$ cat src/lft_pkg.sv
package lft_pkg;

    // Command codes of an input transaction.
    localparam logic [1:0] CMD_TICK  = 2'd0;
    localparam logic [1:0] CMD_START = 2'd1;
    localparam logic [1:0] CMD_STOP  = 2'd2;

    // Operation classes that the front end hands to the back end.
    localparam logic [1:0] OP_TICK  = 2'd0;
    localparam logic [1:0] OP_START = 2'd1;
    localparam logic [1:0] OP_STOP  = 2'd2;
    localparam logic [1:0] OP_NOP   = 2'd3;

    // Configuration register indexes.
    localparam int         CFG_IDX_W      = 3;
    localparam logic [2:0] REG_DURATION   = 3'd0;
    localparam logic [2:0] REG_FIRST      = 3'd1;
    localparam logic [2:0] REG_LAST       = 3'd2;
    localparam logic [2:0] REG_LOOP_LIMIT = 3'd3;
    localparam logic [2:0] REG_BACKWARD   = 3'd4;
    localparam int         CFG_DATA_W     = 32;

    // Reset values of the configuration registers.
    localparam logic [31:0] DURATION_RST   = 32'd1000000;
    localparam logic [15:0] LOOP_LIMIT_RST = 16'd1;

    // Datapath widths.
    localparam int ACCUM_W    = 33;
    localparam int MAG_W      = 16;
    localparam int DIVIDEND_W = ACCUM_W + MAG_W;
    localparam int DIVISOR_W  = 32;

    // Depth of the queue between front end and back end.
    localparam int QUEUE_DEPTH = 2;

    typedef struct packed {
        logic [1:0]  command;
        logic [23:0] elapsed_us;
    } t_in_item;

    typedef struct packed {
        logic signed [15:0] frame;
        logic               frame_changed;
        logic               finished;
        logic               running;
    } t_out_item;

    // One classified transaction waiting in the queue.
    typedef struct packed {
        logic [1:0]  op;
        logic [23:0] elapsed_us;
    } t_q_entry;

    // Queue head as seen by the back end.
    typedef struct packed {
        logic     valid;
        t_q_entry entry;
    } t_q_head;

    // Divider request and response.
    typedef struct packed {
        logic                  start;
        logic [DIVIDEND_W-1:0] dividend;
        logic [DIVISOR_W-1:0]  divisor;
    } t_div_req;

    typedef struct packed {
        logic                  done;
        logic [DIVIDEND_W-1:0] quot;
        logic                  rem_nz;
    } t_div_rsp;

endpackage

$ cat src/lft_front.sv
module lft_front
    import lft_pkg::*;
(
    input  logic     i_clk,
    input  logic     i_rst_n,
    input  logic     i_in_valid,
    output logic     o_in_stall,
    input  t_in_item i_in_item,
    output t_q_head  o_head,
    input  logic     i_pop
);

    localparam int PTR_W = $clog2(QUEUE_DEPTH);
    localparam int CNT_W = $clog2(QUEUE_DEPTH + 1);

    t_q_entry           r_q_data [QUEUE_DEPTH];
    logic [PTR_W-1:0]   r_wr_ptr;
    logic [PTR_W-1:0]   r_rd_ptr;
    logic [CNT_W-1:0]   r_count;
    logic               push;
    logic               pop;
    t_q_entry           n_entry;

    assign o_in_stall = (r_count == CNT_W'(QUEUE_DEPTH));
    assign push       = i_in_valid && !o_in_stall;
    assign pop        = i_pop && (r_count != '0);

    // Classify the incoming command into an operation.
    always_comb begin
        n_entry.elapsed_us = i_in_item.elapsed_us;
        case (i_in_item.command)
            CMD_TICK:  n_entry.op = OP_TICK;
            CMD_START: n_entry.op = OP_START;
            CMD_STOP:  n_entry.op = OP_STOP;
            default:   n_entry.op = OP_NOP;
        endcase
    end

    // Queue storage.
    always_ff @(posedge i_clk) begin
        if (push) begin
            r_q_data[r_wr_ptr] <= n_entry;
        end
    end

    // Queue pointers and fill count.
    always_ff @(posedge i_clk) begin
        if (!i_rst_n) begin
            r_wr_ptr <= '0;
            r_rd_ptr <= '0;
            r_count  <= '0;
        end else begin
            if (push) begin
                r_wr_ptr <= (r_wr_ptr == PTR_W'(QUEUE_DEPTH - 1)) ? '0 : r_wr_ptr + 1'b1;
            end
            if (pop) begin
                r_rd_ptr <= (r_rd_ptr == PTR_W'(QUEUE_DEPTH - 1)) ? '0 : r_rd_ptr + 1'b1;
            end
            if (push && !pop) begin
                r_count <= r_count + 1'b1;
            end else if (pop && !push) begin
                r_count <= r_count - 1'b1;
            end
        end
    end

    assign o_head.valid = (r_count != '0);
    assign o_head.entry = r_q_data[r_rd_ptr];

endmodule

$ cat src/lft_div.sv
module lft_div
    import lft_pkg::*;
(
    input  logic     i_clk,
    input  logic     i_rst_n,
    input  t_div_req i_req,
    output t_div_rsp o_rsp
);

    localparam int CNT_W = $clog2(DIVIDEND_W + 1);

    logic                  r_active;
    logic                  r_done;
    logic [CNT_W-1:0]      r_cnt;
    logic [DIVIDEND_W-1:0] r_quot;
    logic [DIVISOR_W-1:0]  r_rem;
    logic [DIVISOR_W-1:0]  r_div;
    logic [DIVISOR_W:0]    rem_sh;
    logic [DIVISOR_W:0]    rem_sub;
    logic                  q_bit;

    // One restoring step: shift in the next dividend bit and try to subtract.
    always_comb begin
        rem_sh  = {r_rem, r_quot[DIVIDEND_W-1]};
        rem_sub = rem_sh - {1'b0, r_div};
        q_bit   = !rem_sub[DIVISOR_W];
    end

    // Control of the iteration.
    always_ff @(posedge i_clk) begin
        if (!i_rst_n) begin
            r_active <= 1'b0;
            r_done   <= 1'b0;
            r_cnt    <= '0;
        end else begin
            r_done <= 1'b0;
            if (i_req.start) begin
                r_active <= 1'b1;
                r_cnt    <= '0;
            end else if (r_active) begin
                r_cnt <= r_cnt + 1'b1;
                if (r_cnt == CNT_W'(DIVIDEND_W - 1)) begin
                    r_active <= 1'b0;
                    r_done   <= 1'b1;
                end
            end
        end
    end

    // Quotient and remainder registers.
    always_ff @(posedge i_clk) begin
        if (i_req.start) begin
            r_quot <= i_req.dividend;
            r_rem  <= '0;
            r_div  <= i_req.divisor;
        end else if (r_active) begin
            r_quot <= {r_quot[DIVIDEND_W-2:0], q_bit};
            r_rem  <= q_bit ? rem_sub[DIVISOR_W-1:0] : rem_sh[DIVISOR_W-1:0];
        end
    end

    assign o_rsp.done   = r_done;
    assign o_rsp.quot   = r_quot;
    assign o_rsp.rem_nz = (r_rem != '0);

endmodule

$ cat src/lft_back.sv
module lft_back
    import lft_pkg::*;
(
    input  logic                  i_clk,
    input  logic                  i_rst_n,
    input  logic                  i_cfg_we,
    input  logic [CFG_IDX_W-1:0]  i_cfg_idx,
    input  logic [CFG_DATA_W-1:0] i_cfg_wdata,
    input  t_q_head               i_head,
    output logic                  o_pop,
    output t_div_req              o_div_req,
    input  t_div_rsp              i_div_rsp,
    output logic                  o_out_valid,
    input  logic                  i_out_stall,
    output t_out_item             o_out_item
);

    localparam logic [2:0] S_IDLE   = 3'd0;
    localparam logic [2:0] S_MUL    = 3'd1;
    localparam logic [2:0] S_DSTART = 3'd2;
    localparam logic [2:0] S_DIV    = 3'd3;
    localparam logic [2:0] S_FRAME  = 3'd4;
    localparam logic [2:0] S_END    = 3'd5;
    localparam logic [2:0] S_OUT    = 3'd6;

    localparam int FRAME_W = DIVIDEND_W + 2;

    // Configuration registers.
    logic [31:0]        r_duration;
    logic signed [15:0] r_first;
    logic signed [15:0] r_last;
    logic [15:0]        r_loop_limit;
    logic               r_backward;

    // Timeline state.
    logic [2:0]            r_state;
    logic                  r_running;
    logic [ACCUM_W-1:0]    r_accum;
    logic signed [15:0]    r_shown;
    logic [15:0]           r_loops;
    logic                  r_changed;
    logic                  r_fin;
    logic                  r_neg;
    logic [DIVIDEND_W-1:0] r_prod;

    // Output register.
    logic      r_out_valid;
    t_out_item r_out_item;

    logic                      out_free;
    logic [ACCUM_W:0]          accum_sum;
    logic [ACCUM_W-1:0]        accum_sat;
    logic signed [16:0]        span;
    logic [16:0]               span_neg;
    logic [MAG_W-1:0]          mag;
    logic signed [FRAME_W-1:0] off;
    logic signed [FRAME_W-1:0] frame_full;
    logic signed [15:0]        frame_sat;
    logic [15:0]               loops_inc;

    assign out_free = !r_out_valid || !i_out_stall;
    assign o_pop    = (r_state == S_IDLE) && i_head.valid;

    // Saturating accumulation of elapsed time.
    always_comb begin
        accum_sum = {1'b0, r_accum} + (ACCUM_W + 1)'(i_head.entry.elapsed_us);
        accum_sat = accum_sum[ACCUM_W] ? '1 : accum_sum[ACCUM_W-1:0];
    end

    // Signed span and its magnitude.
    always_comb begin
        span     = {r_last[15], r_last} - {r_first[15], r_first};
        span_neg = -span;
        mag      = span[16] ? span_neg[MAG_W-1:0] : span[MAG_W-1:0];
    end

    // Frame offset from the quotient, rounding, and saturation.
    always_comb begin
        if (r_neg) begin
            off = -$signed({2'b00, i_div_rsp.quot});
        end else begin
            off = $signed({2'b00, i_div_rsp.quot})
                + $signed(FRAME_W'(r_backward && i_div_rsp.rem_nz));
        end
        frame_full = $signed({{(FRAME_W - 16){r_first[15]}}, r_first}) + off;
        if (frame_full > $signed(FRAME_W'(32767))) begin
            frame_sat = 16'sh7FFF;
        end else if (frame_full < -$signed(FRAME_W'(32768))) begin
            frame_sat = 16'sh8000;
        end else begin
            frame_sat = frame_full[15:0];
        end
    end

    assign loops_inc = r_loops + 16'd1;

    // Divider request.
    assign o_div_req.start    = (r_state == S_DSTART);
    assign o_div_req.dividend = r_prod;
    assign o_div_req.divisor  = r_duration;

    // Configuration writes; a zero duration is ignored.
    always_ff @(posedge i_clk) begin
        if (!i_rst_n) begin
            r_duration   <= DURATION_RST;
            r_first      <= '0;
            r_last       <= '0;
            r_loop_limit <= LOOP_LIMIT_RST;
            r_backward   <= 1'b0;
        end else if (i_cfg_we) begin
            case (i_cfg_idx)
                REG_DURATION: begin
                    if (i_cfg_wdata != '0) begin
                        r_duration <= i_cfg_wdata;
                    end
                end
                REG_FIRST:      r_first      <= i_cfg_wdata[15:0];
                REG_LAST:       r_last       <= i_cfg_wdata[15:0];
                REG_LOOP_LIMIT: r_loop_limit <= i_cfg_wdata[15:0];
                REG_BACKWARD:   r_backward   <= i_cfg_wdata[0];
                default: ;
            endcase
        end
    end

    // Product of span magnitude and accumulated time.
    always_ff @(posedge i_clk) begin
        if (r_state == S_MUL) begin
            r_prod <= DIVIDEND_W'(mag) * DIVIDEND_W'(r_accum);
            r_neg  <= span[16];
        end
    end

    // Sequencer carrying out one transaction at a time.
    always_ff @(posedge i_clk) begin
        if (!i_rst_n) begin
            r_state   <= S_IDLE;
            r_running <= 1'b0;
            r_accum   <= '0;
            r_shown   <= '0;
            r_loops   <= '0;
            r_changed <= 1'b0;
            r_fin     <= 1'b0;
        end else begin
            case (r_state)
                S_IDLE: begin
                    if (i_head.valid) begin
                        r_changed <= 1'b0;
                        r_fin     <= 1'b0;
                        r_state   <= S_OUT;
                        case (i_head.entry.op)
                            OP_START: begin
                                r_accum   <= '0;
                                r_shown   <= r_first;
                                r_loops   <= '0;
                                r_running <= 1'b1;
                            end
                            OP_STOP: begin
                                r_running <= 1'b0;
                            end
                            OP_TICK: begin
                                if (r_running) begin
                                    r_accum <= accum_sat;
                                    r_state <= S_MUL;
                                end
                            end
                            default: ;
                        endcase
                    end
                end
                S_MUL: begin
                    r_state <= S_DSTART;
                end
                S_DSTART: begin
                    r_state <= S_DIV;
                end
                S_DIV: begin
                    if (i_div_rsp.done) begin
                        r_state <= S_FRAME;
                    end
                end
                S_FRAME: begin
                    if (frame_sat != r_shown) begin
                        r_changed <= 1'b1;
                        r_shown   <= frame_sat;
                    end
                    r_state <= S_END;
                end
                S_END: begin
                    // Check for the end of a pass: count it, then finish or restart.
                    if (r_accum >= ACCUM_W'(r_duration)) begin
                        r_loops <= loops_inc;
                        if (r_loop_limit != '0 && r_loop_limit == loops_inc) begin
                            r_fin     <= 1'b1;
                            r_running <= 1'b0;
                        end else begin
                            r_accum <= '0;
                        end
                    end
                    r_state <= S_OUT;
                end
                S_OUT: begin
                    if (out_free) begin
                        r_state <= S_IDLE;
                    end
                end
                default: begin
                    r_state <= S_IDLE;
                end
            endcase
        end
    end

    // Output valid register.
    always_ff @(posedge i_clk) begin
        if (!i_rst_n) begin
            r_out_valid <= 1'b0;
        end else if (r_state == S_OUT && out_free) begin
            r_out_valid <= 1'b1;
        end else if (!i_out_stall) begin
            r_out_valid <= 1'b0;
        end
    end

    // Output payload register.
    always_ff @(posedge i_clk) begin
        if (r_state == S_OUT && out_free) begin
            r_out_item.frame         <= r_shown;
            r_out_item.frame_changed <= r_changed;
            r_out_item.finished      <= r_fin;
            r_out_item.running       <= r_running;
        end
    end

    assign o_out_valid = r_out_valid;
    assign o_out_item  = r_out_item;

endmodule

$ cat src/looping_frame_timeline_unit.sv
// Channel   Direction  Handshake               Payload
// input     in         i_in_valid / o_in_stall  i_in_item  (t_in_item)
// output    out        o_out_valid / i_out_stall o_out_item (t_out_item)
// config    in         i_cfg_we                 i_cfg_idx, i_cfg_wdata
//
// A tick while running steps the back end through multiply, divider start, the
// bit-serial divider (one quotient bit per cycle over 49 bits), frame and end.
// Start, stop, idle ticks and unused commands go straight to the output state.
// Reset is synchronous and active low; it restores register defaults and idles.
// A two-entry queue takes new transactions while the back end works or the
// output register waits on i_out_stall.
module looping_frame_timeline_unit
    import lft_pkg::*;
(
    input  logic                  i_clk,
    input  logic                  i_rst_n,
    input  logic                  i_in_valid,
    output logic                  o_in_stall,
    input  t_in_item              i_in_item,
    output logic                  o_out_valid,
    input  logic                  i_out_stall,
    output t_out_item             o_out_item,
    input  logic                  i_cfg_we,
    input  logic [CFG_IDX_W-1:0]  i_cfg_idx,
    input  logic [CFG_DATA_W-1:0] i_cfg_wdata
);

    t_q_head  head;
    logic     pop;
    t_div_req div_req;
    t_div_rsp div_rsp;

    // Front end: accepts and classifies transactions into the queue.
    lft_front u_front (
        .i_clk      (i_clk),
        .i_rst_n    (i_rst_n),
        .i_in_valid (i_in_valid),
        .o_in_stall (o_in_stall),
        .i_in_item  (i_in_item),
        .o_head     (head),
        .i_pop      (pop)
    );

    // Serial divider used by the back end.
    lft_div u_div (
        .i_clk   (i_clk),
        .i_rst_n (i_rst_n),
        .i_req   (div_req),
        .o_rsp   (div_rsp)
    );

    // Back end: timeline state, frame computation and output register.
    lft_back u_back (
        .i_clk       (i_clk),
        .i_rst_n     (i_rst_n),
        .i_cfg_we    (i_cfg_we),
        .i_cfg_idx   (i_cfg_idx),
        .i_cfg_wdata (i_cfg_wdata),
        .i_head      (head),
        .o_pop       (pop),
        .o_div_req   (div_req),
        .i_div_rsp   (div_rsp),
        .o_out_valid (o_out_valid),
        .i_out_stall (i_out_stall),
        .o_out_item  (o_out_item)
    );

endmodule
$ cat config.mk
export PLATFORM = sky130hd
export DESIGN_NAME = looping_frame_timeline_unit
export DESIGN_NICKNAME = d
export VERILOG_FILES = /design/src/lft_pkg.sv /design/src/lft_front.sv /design/src/lft_div.sv /design/src/lft_back.sv /design/src/looping_frame_timeline_unit.sv
export SDC_FILE = /design/constraint.sdc
export NUM_CORES = 2
export LEC_CHECK = 0
export ABC_AREA = 1
export BUFFER_PORTS_ARGS = -buffer_cell sky130_fd_sc_hd__buf_2
export CAP_MARGIN = 10
export CORE_ASPECT_RATIO = 0.75
export CORE_MARGIN = 8
export CORE_UTILIZATION = 25
export CTS_BUF_LIST = sky130_fd_sc_hd__clkbuf_4 sky130_fd_sc_hd__clkbuf_8
export DETAILED_ROUTE_END_ITERATION = 10
export RECOVER_POWER = 100
export SLEW_MARGIN = 20
export SYNTH_ARGS = -nofsm -noshare
export SYNTH_HDL_FRONTEND = slang
export SYNTH_SLANG_ARGS = --single-unit
$ cat constraint.sdc
create_clock -name i_clk -period 11.6 [get_ports i_clk]
set_input_delay 2.9 -clock i_clk [delete_from_list [all_inputs] [get_ports i_clk]]
set_output_delay 2.9 -clock i_clk [all_outputs]
set_load 0.05 [all_outputs]
Word level (Yosys, flattened, before mapping):

Memories as Yosys holds them, arrays and structs flattened. A register that Yosys moved wholly into a read port is not among the register bits.
Cells that the tools add are included.
W data, S select, Z words.

* memory bits (writable): 52
* input bits: 66
* memories kept: 1
* bits in registers: 347
* word-level logic and storage cells: 173
* output and inout port bits: 21

* $lt $le $gt $ge: 3
* eq/ne operators: 30
* multiplexer cells: 54
* bitwise logic cells: 2
* multipliers: 1
* reductions and logical operators: 41
* add/sub/neg operators: 13

Memory list
* u_front.r_q_data: depth 2, bits a word 26, read ports 1, clocked after Yosys merged registers in 1, write ports 1, line lft_front.sv:16 `t_q_entry r_q_data [QUEUE_DEPTH];`

Operators by type and width (number)
* $mux W33: 5
* $mux W16: 9
* $pmux W33 S2: 2
* $mux W49: 2
* $pmux W16 S2: 2
* $reduce_bool A32 Y1: 2
* $add A16 B51 Y51: 1
* $gt A51 B16 Y1 const B: 1
* $lt A51 B16 Y1 const B: 1
* $mux W51: 1
* $neg A49 Y51: 1
* $add A49 B1 Y50: 1
* $mul A16 B33 Y49: 1
* $add A33 B24 Y34: 1
* $ge A33 B32 Y1: 1
* $sub A33 B32 Y33: 1
* $mux W32: 1
* $pmux W3 S7: 1
* $mux W1: 19
* $sub A16 B16 Y17: 1
* $add A16 B1 Y16 const B: 1
* $eq A16 B16 Y1: 1
* $ne A16 B16 Y1: 1
* $neg A16 Y16: 1
* other kinds (33): 86

Longest topological paths before layout:

* depth after elaboration: 11
* depth in mapped cells: 54
* depth with buffers taken out: 52

Hierarchy:

Synthesis repeated with hierarchy kept, for this count alone.

* cell total of the unflattened synthesis: 6436
* area, all modules: 45542.4 um2

By module, submodules not included
* lft_back: area each 35607.9 um2, instances 1, sequential area each 5134.9 um2, cells each 5192
* lft_div: area each 7701.1 um2, instances 1, sequential area each 3233.1 um2, cells each 1124
* lft_front: area each 2233.4 um2, instances 1, sequential area each 1661.6 um2, cells each 120

Least setup slack after synthesis:

OpenSTA, ideal clock, no wires.

* path type: register to register
* start point: register u_back.r_last[0]
* end point: register u_back.r_prod[45], data pin
* path buffers: 2
* cell stages (with the launch flop): 47
* arrival time: 8.371 ns
* setup slack: 2.967 ns
* setup time: 0.262 ns
* required time: 11.338 ns
* clock period less this slack: 8.633 ns
* cells stage by stage: dfxtp_1 > inv_1 > ha_1 > fa_1 > o21ai_1 > a21oi_1 > o21bai_1 > nand2_1 > nand2_1 > a21oi_1 > o21ai_1 > nand4_1 > o211ai_1 > nand2_1 > a22oi_2 > inv_1 > buf_2 > nand2_1 > [11 not listed] > fa_1 > inv_1 > ha_1 > nand2_1 > inv_1 > a21oi_1 > o21ai_0 > a21oi_1 > o21ai_0 > a21boi_0 > inv_1 > a21oi_1 > o21ai_0 > a21o_1 > a21oi_1 > o21ai_0 > a21oi_1 > xor2_1

* cells in the longest elaborated chain, start to end: 4

Ends and longest elaborated chain
* start: declaration: line lft_back.sv:31 `logic signed [15:0] r_last;`
* start signal: assignment: line lft_back.sv:118 `REG_LAST: r_last <= i_cfg_wdata[15:0];`
* $sub A16 B16 Y17 *: line lft_back.sv:72 `span = {r_last[15], r_last} - {r_first[15], r_first};`
* $neg A16 Y16: line lft_back.sv:73 `span_neg = -span;`
* $mux W16 *: line lft_back.sv:74 `mag = span[16] ? span_neg[MAG_W-1:0] : span[MAG_W-1:0];`
* $mul A16 B33 Y49 *: line lft_back.sv:129 `r_prod <= DIVIDEND_W'(mag) * DIVIDEND_W'(r_accum);`
* end signal: assignment: line lft_back.sv:129
* end: declaration: line lft_back.sv:44 `logic [DIVIDEND_W-1:0] r_prod;`

Every way passes the cells marked *; elsewhere a longest branch is shown, timed or not.
A chain may end at the register's enable or synchronous reset.

Final worst setup path:

* start point: register u_back.r_last[0]
* end point: register u_back.r_prod[47], data pin

Same word-level chain as after synthesis.

==> Flow_metrics.wiki <==
{| class="wikitable"
! Metric !! Value
|-
| Depth of the CTS H-tree || 3
|-
| Peak fanout along the critical path || 22
|-
| Failing checks || capacitance limit, slew limit
|-
| Number of synthesized flops with an enable pin || 202
|-
| Overall die height || 379 um
|-
| Post-layout utilization of the core || 0.276
|-
| Antenna violations before repair || 4
|-
| Unrepaired setup endpoints after global routing || no
|-
| Proportion of synthesized flip-flops having asynchronous set or reset || 0
|-
| Detailed Route WL || 140 mm
|-
| Static leakage || roughly 0.023 uW
|-
| Iter 0 DRT Violations || 3,805
|-
| Number of gates given a new drive strength after cts || 0
|-
| Placeable core region || 175,000 sq um
|-
| Post-route clock skew || 0.0475 ns
|-
| Endpoint class of the critical path || register
|-
| Via density per instance || 4.71
|-
| Final setup violation count || 0
|-
| Area overhead of the layout relative to synthesis || 9.88%
|-
| Via Count || roughly 39,000
|-
| Proportion of layout cells with a drive suffix above 1 || 0.0545
|-
| Post-route DRC violation count || 0
|-
| WL met1 || between 60 and 70 mm
|-
| Average size of a mapped cell || 7.44 sq um
|-
| Crit path largest cell delay || 0.61 ns
|-
| Cell variety after synth || 63
|-
| Dominant synthesized flop cell || sky130_fd_sc_hd__edfxtp_1
|-
| Detailed-placement wirelength estimate || 112 mm
|-
| Initial core utilization || 0.251
|-
| Clock tree from TritonCTS || built
|-
| Clock Path Buffers || 3
|-
| Instance count after placement with tap cells included || 8,136
|-
| Max-cap viol count || 8
|-
| Final Instance Count excl. Fillers || between 8,000 and 9,000
|-
| Post-synthesis instance total || a little under 6,000
|-
| Total Negative Setup Slacks || 0 ns
|-
| Remaining Overflow, GRT || 0
|-
| Critical path start-end classification || register to register
|-
| Required time reported for the critical path endpoint || 12.05 ns
|-
| GPL Wtd Cong || roughly 0.94
|-
| Clock Tree Root || sky130_fd_sc_hd__clkbuf_8
|-
| Class of the worst hold path || register to register
|-
| CTS clk-pin slew, worst paths || 0.07 ns
|-
| Die Outline Area || 189,000 sq um
|-
| Number of slew-limit violations in the final report || between 400 and 500
|-
| Slowest library cell on the worst path || sky130_fd_sc_hd__fa_1
|-
| FP Rows || 133
|-
| Nets@finish || 6,699
|-
| Length of routed met3 wiring || around 14 mm
|-
| IO Count || 87
|-
| CTS buffer count || 68
|-
| Clock latency on the worst-skew pair || roughly 0.72 ns
|-
| Number of routed nets with antenna violations || 0
|-
| Outcome || finished with violations
|-
| Hold Violations, Final || 0
|-
| Worst hold slack || 0.412 ns
|-
| Most common cell after layout, fill and taps aside || sky130_fd_sc_hd__nand2_1
|-
| Time the final worst path needs with I/O delays and setup || between 10 and 15 ns
|-
| Total nets after synthesis || 6,681
|-
| Wire length of the first global-routing pass || 219 mm
|-
| Maximum number of pins on one net before global-route repair || 99
|-
| Commonest cells after routing, fill and taps aside || 1,458 x sky130_fd_sc_hd__nand2_1, 1,162 x sky130_fd_sc_hd__inv_1, 483 x sky130_fd_sc_hd__nor2_1
|-
| Number of inserted filler cells in the final layout || 19,100
|-
| Sequential area share after synthesis || 0.229
|-
| Count of synthesis-stage warnings from yosys || 0
|-
| Via count of the first global-routing pass || 38,000
|-
| Postcts setup bufs || 0
|-
| Startpoint kind of the worst setup timing path || register
|-
| Worst Path Arrival || roughly 11 ns
|-
| Crit-path most repeated cell || sky130_fd_sc_hd__nand2_1
|-
| Number of synthesized register bits || 400
|-
| Final period util || 0.919
|-
| Syn Std Cell Area || 43,800 sq um
|-
| Max-Slew Margin vs Limit || -1.46
|-
| Max Clock Freq || 93.8 MHz
|-
| Top routing layer used || met4
|-
| # port buffers || 86
|-
| Total Routing Usage GR || 0.146
|-
| Slew at the pin closest to its max-slew limit || roughly 3.7 ns
|-
| Horiz. Die Dim || between 400 and 500 um
|-
| Final routed wire length divided by cell count || 17.0 um
|-
| Length of the first detailed-routing pass in iterations || 6
|-
| # clock sinks || 400
|-
| Detailed-routed wire length on met2 || 55.4 mm
|-
| Worst ir drop on vdd || approximately 0.12 mV
|-
| Power per cell area || 189 nW/um^2
|-
| Total of hold buffers inserted after clock tree synthesis || 0
|}
## cells by family (layout without fill, tap and decap cells)
family                   count (synthesis)  in the layout  synth area share
AND/OR/NAND/NOR                       2384           2384             0.224
buffers and inverters                 1391           1463             0.121
AO/OA/AOI/OAI                          774            774            0.0994
adder cells (fa/ha/maj)                722            722             0.281
flip-flops                             400            400             0.229
XOR/XNOR                               199            199            0.0399
multiplexers                            23             23           0.00591
other                                    0              2                 0
## cells in the mapped netlist (14+ instances only)
library cell               instances  area, sq um
sky130_fd_sc_hd__nand2_1        1457         5470
sky130_fd_sc_hd__inv_1          1163         4370
sky130_fd_sc_hd__nor2_1          488         1830
sky130_fd_sc_hd__fa_1            436         8730
sky130_fd_sc_hd__a21oi_1         341         1710
sky130_fd_sc_hd__ha_1            286         3580
sky130_fd_sc_hd__o21ai_0         251         1260
sky130_fd_sc_hd__edfxtp_1        202         6070
sky130_fd_sc_hd__dfxtp_1         198         3960
sky130_fd_sc_hd__nand3_1         171          856
sky130_fd_sc_hd__clkbuf_1        147          552
sky130_fd_sc_hd__xor2_1          141         1230
sky130_fd_sc_hd__nand4_1          87          544
sky130_fd_sc_hd__nor3_1           69          345
sky130_fd_sc_hd__xnor2_1          57          499
sky130_fd_sc_hd__nor4_1           40          250
sky130_fd_sc_hd__buf_2            30          150
sky130_fd_sc_hd__a211oi_1         26          195
sky130_fd_sc_hd__inv_2            26         97.6
sky130_fd_sc_hd__mux2_2           23          259
sky130_fd_sc_hd__o211ai_1         21          158
sky130_fd_sc_hd__a31oi_1          20          125
sky130_fd_sc_hd__nor2_2           20          125
sky130_fd_sc_hd__o22ai_1          16          100
sky130_fd_sc_hd__a32o_1           15          150
sky130_fd_sc_hd__o21bai_1         14          105
## final timing paths
check / startpoint / end / slack, ns / depth (start not counted)
worst max-delay path: u_back.r_last[0]$_SDFFE_PN0P_ / u_back.r_prod[47]$_DFFE_PP_ / 0.94 / 51
worst min-delay path: u_back.r_duration[15]$_SDFFE_PN0P_ / u_div.r_div[15]$_DFFE_PP_ / 0.41 / 0
worst max register to register: u_back.r_last[0]$_SDFFE_PN0P_ / u_back.r_prod[47]$_DFFE_PP_ / 0.94 / 51
worst min register to register: u_back.r_duration[15]$_SDFFE_PN0P_ / u_div.r_div[15]$_DFFE_PP_ / 0.41 / 0
## registers in the layout (all words and copies together) (netlist names), 3 cells and up, named ones only
signal,count
u_back.r_shown,16
u_back.r_loops,16
u_back.r_first,16
u_div.r_quot,49
u_div.r_cnt,6
u_back.r_accum,33
u_back.r_prod,49
u_back.r_duration,32
u_back.r_last,16
u_back.o_out_item,19
u_front.r_q_data,52
u_back.r_state,3
u_back.r_loop_limit,16
u_div.r_div,32
u_div.r_rem,32
## layer usage
layer	GRT usage	vias up
li1	-	18500
met1	0.219	18700
met2	0.210	1602
met3	0.0353	173
met4	0.0309	0
met5	0	-
## cell type report
| type | count | area (sq um) | area share |
|---|---|---|---|
| Clock inverter | 19 | 193 | 0.00400 |
| Inverter | 1195 | 4490 | 0.0931 |
| Clock buffer | 105 | 1290 | 0.0269 |
| Tap cell | 2295 | 2870 | 0.0596 |
| Sequential cell | 400 | 10000 | 0.208 |
| Timing Repair Buffer | 144 | 772 | 0.0160 |
| Antenna cell | 2 | 5.00 | 0.000104 |
| Multi-Input combinational cell | 4102 | 28500 | 0.592 |
## stage by stage
step	power [uW]	worst slack, ns	instance area [sq um]
final	9100	0.941	48200
after global routing	9850	0.193	48200
after CTS	9040	1.08	48300
after detailed placement	7600	1.13	46800
after global placement	7540	1.26	46800
after floorplan	5950	2.97	43800
## worst max-delay path: cells and delay by family (launching register included)
| family | cells | cell delay (ns) |
|---|---|---|
| flops | 1 | 0.32 |
| simple gates | 14 | 1.57 |
| compound gates | 17 | 3.52 |
| buf+inv | 11 | 1.47 |
| fa+ha+maj | 9 | 3.46 |
## where the power goes
| part | switching [uW] | total (uW) | internal (uW) |
|---|---|---|---|
| logic | 3760 | 5430 | 1670 |
| registers | 315 | 2270 | 1950 |
| clock network | 636 | 1400 | 768 |
| total | 4710 | 9100 | 4390 |
No activity file was read; power rests on OpenSTA's default activity.
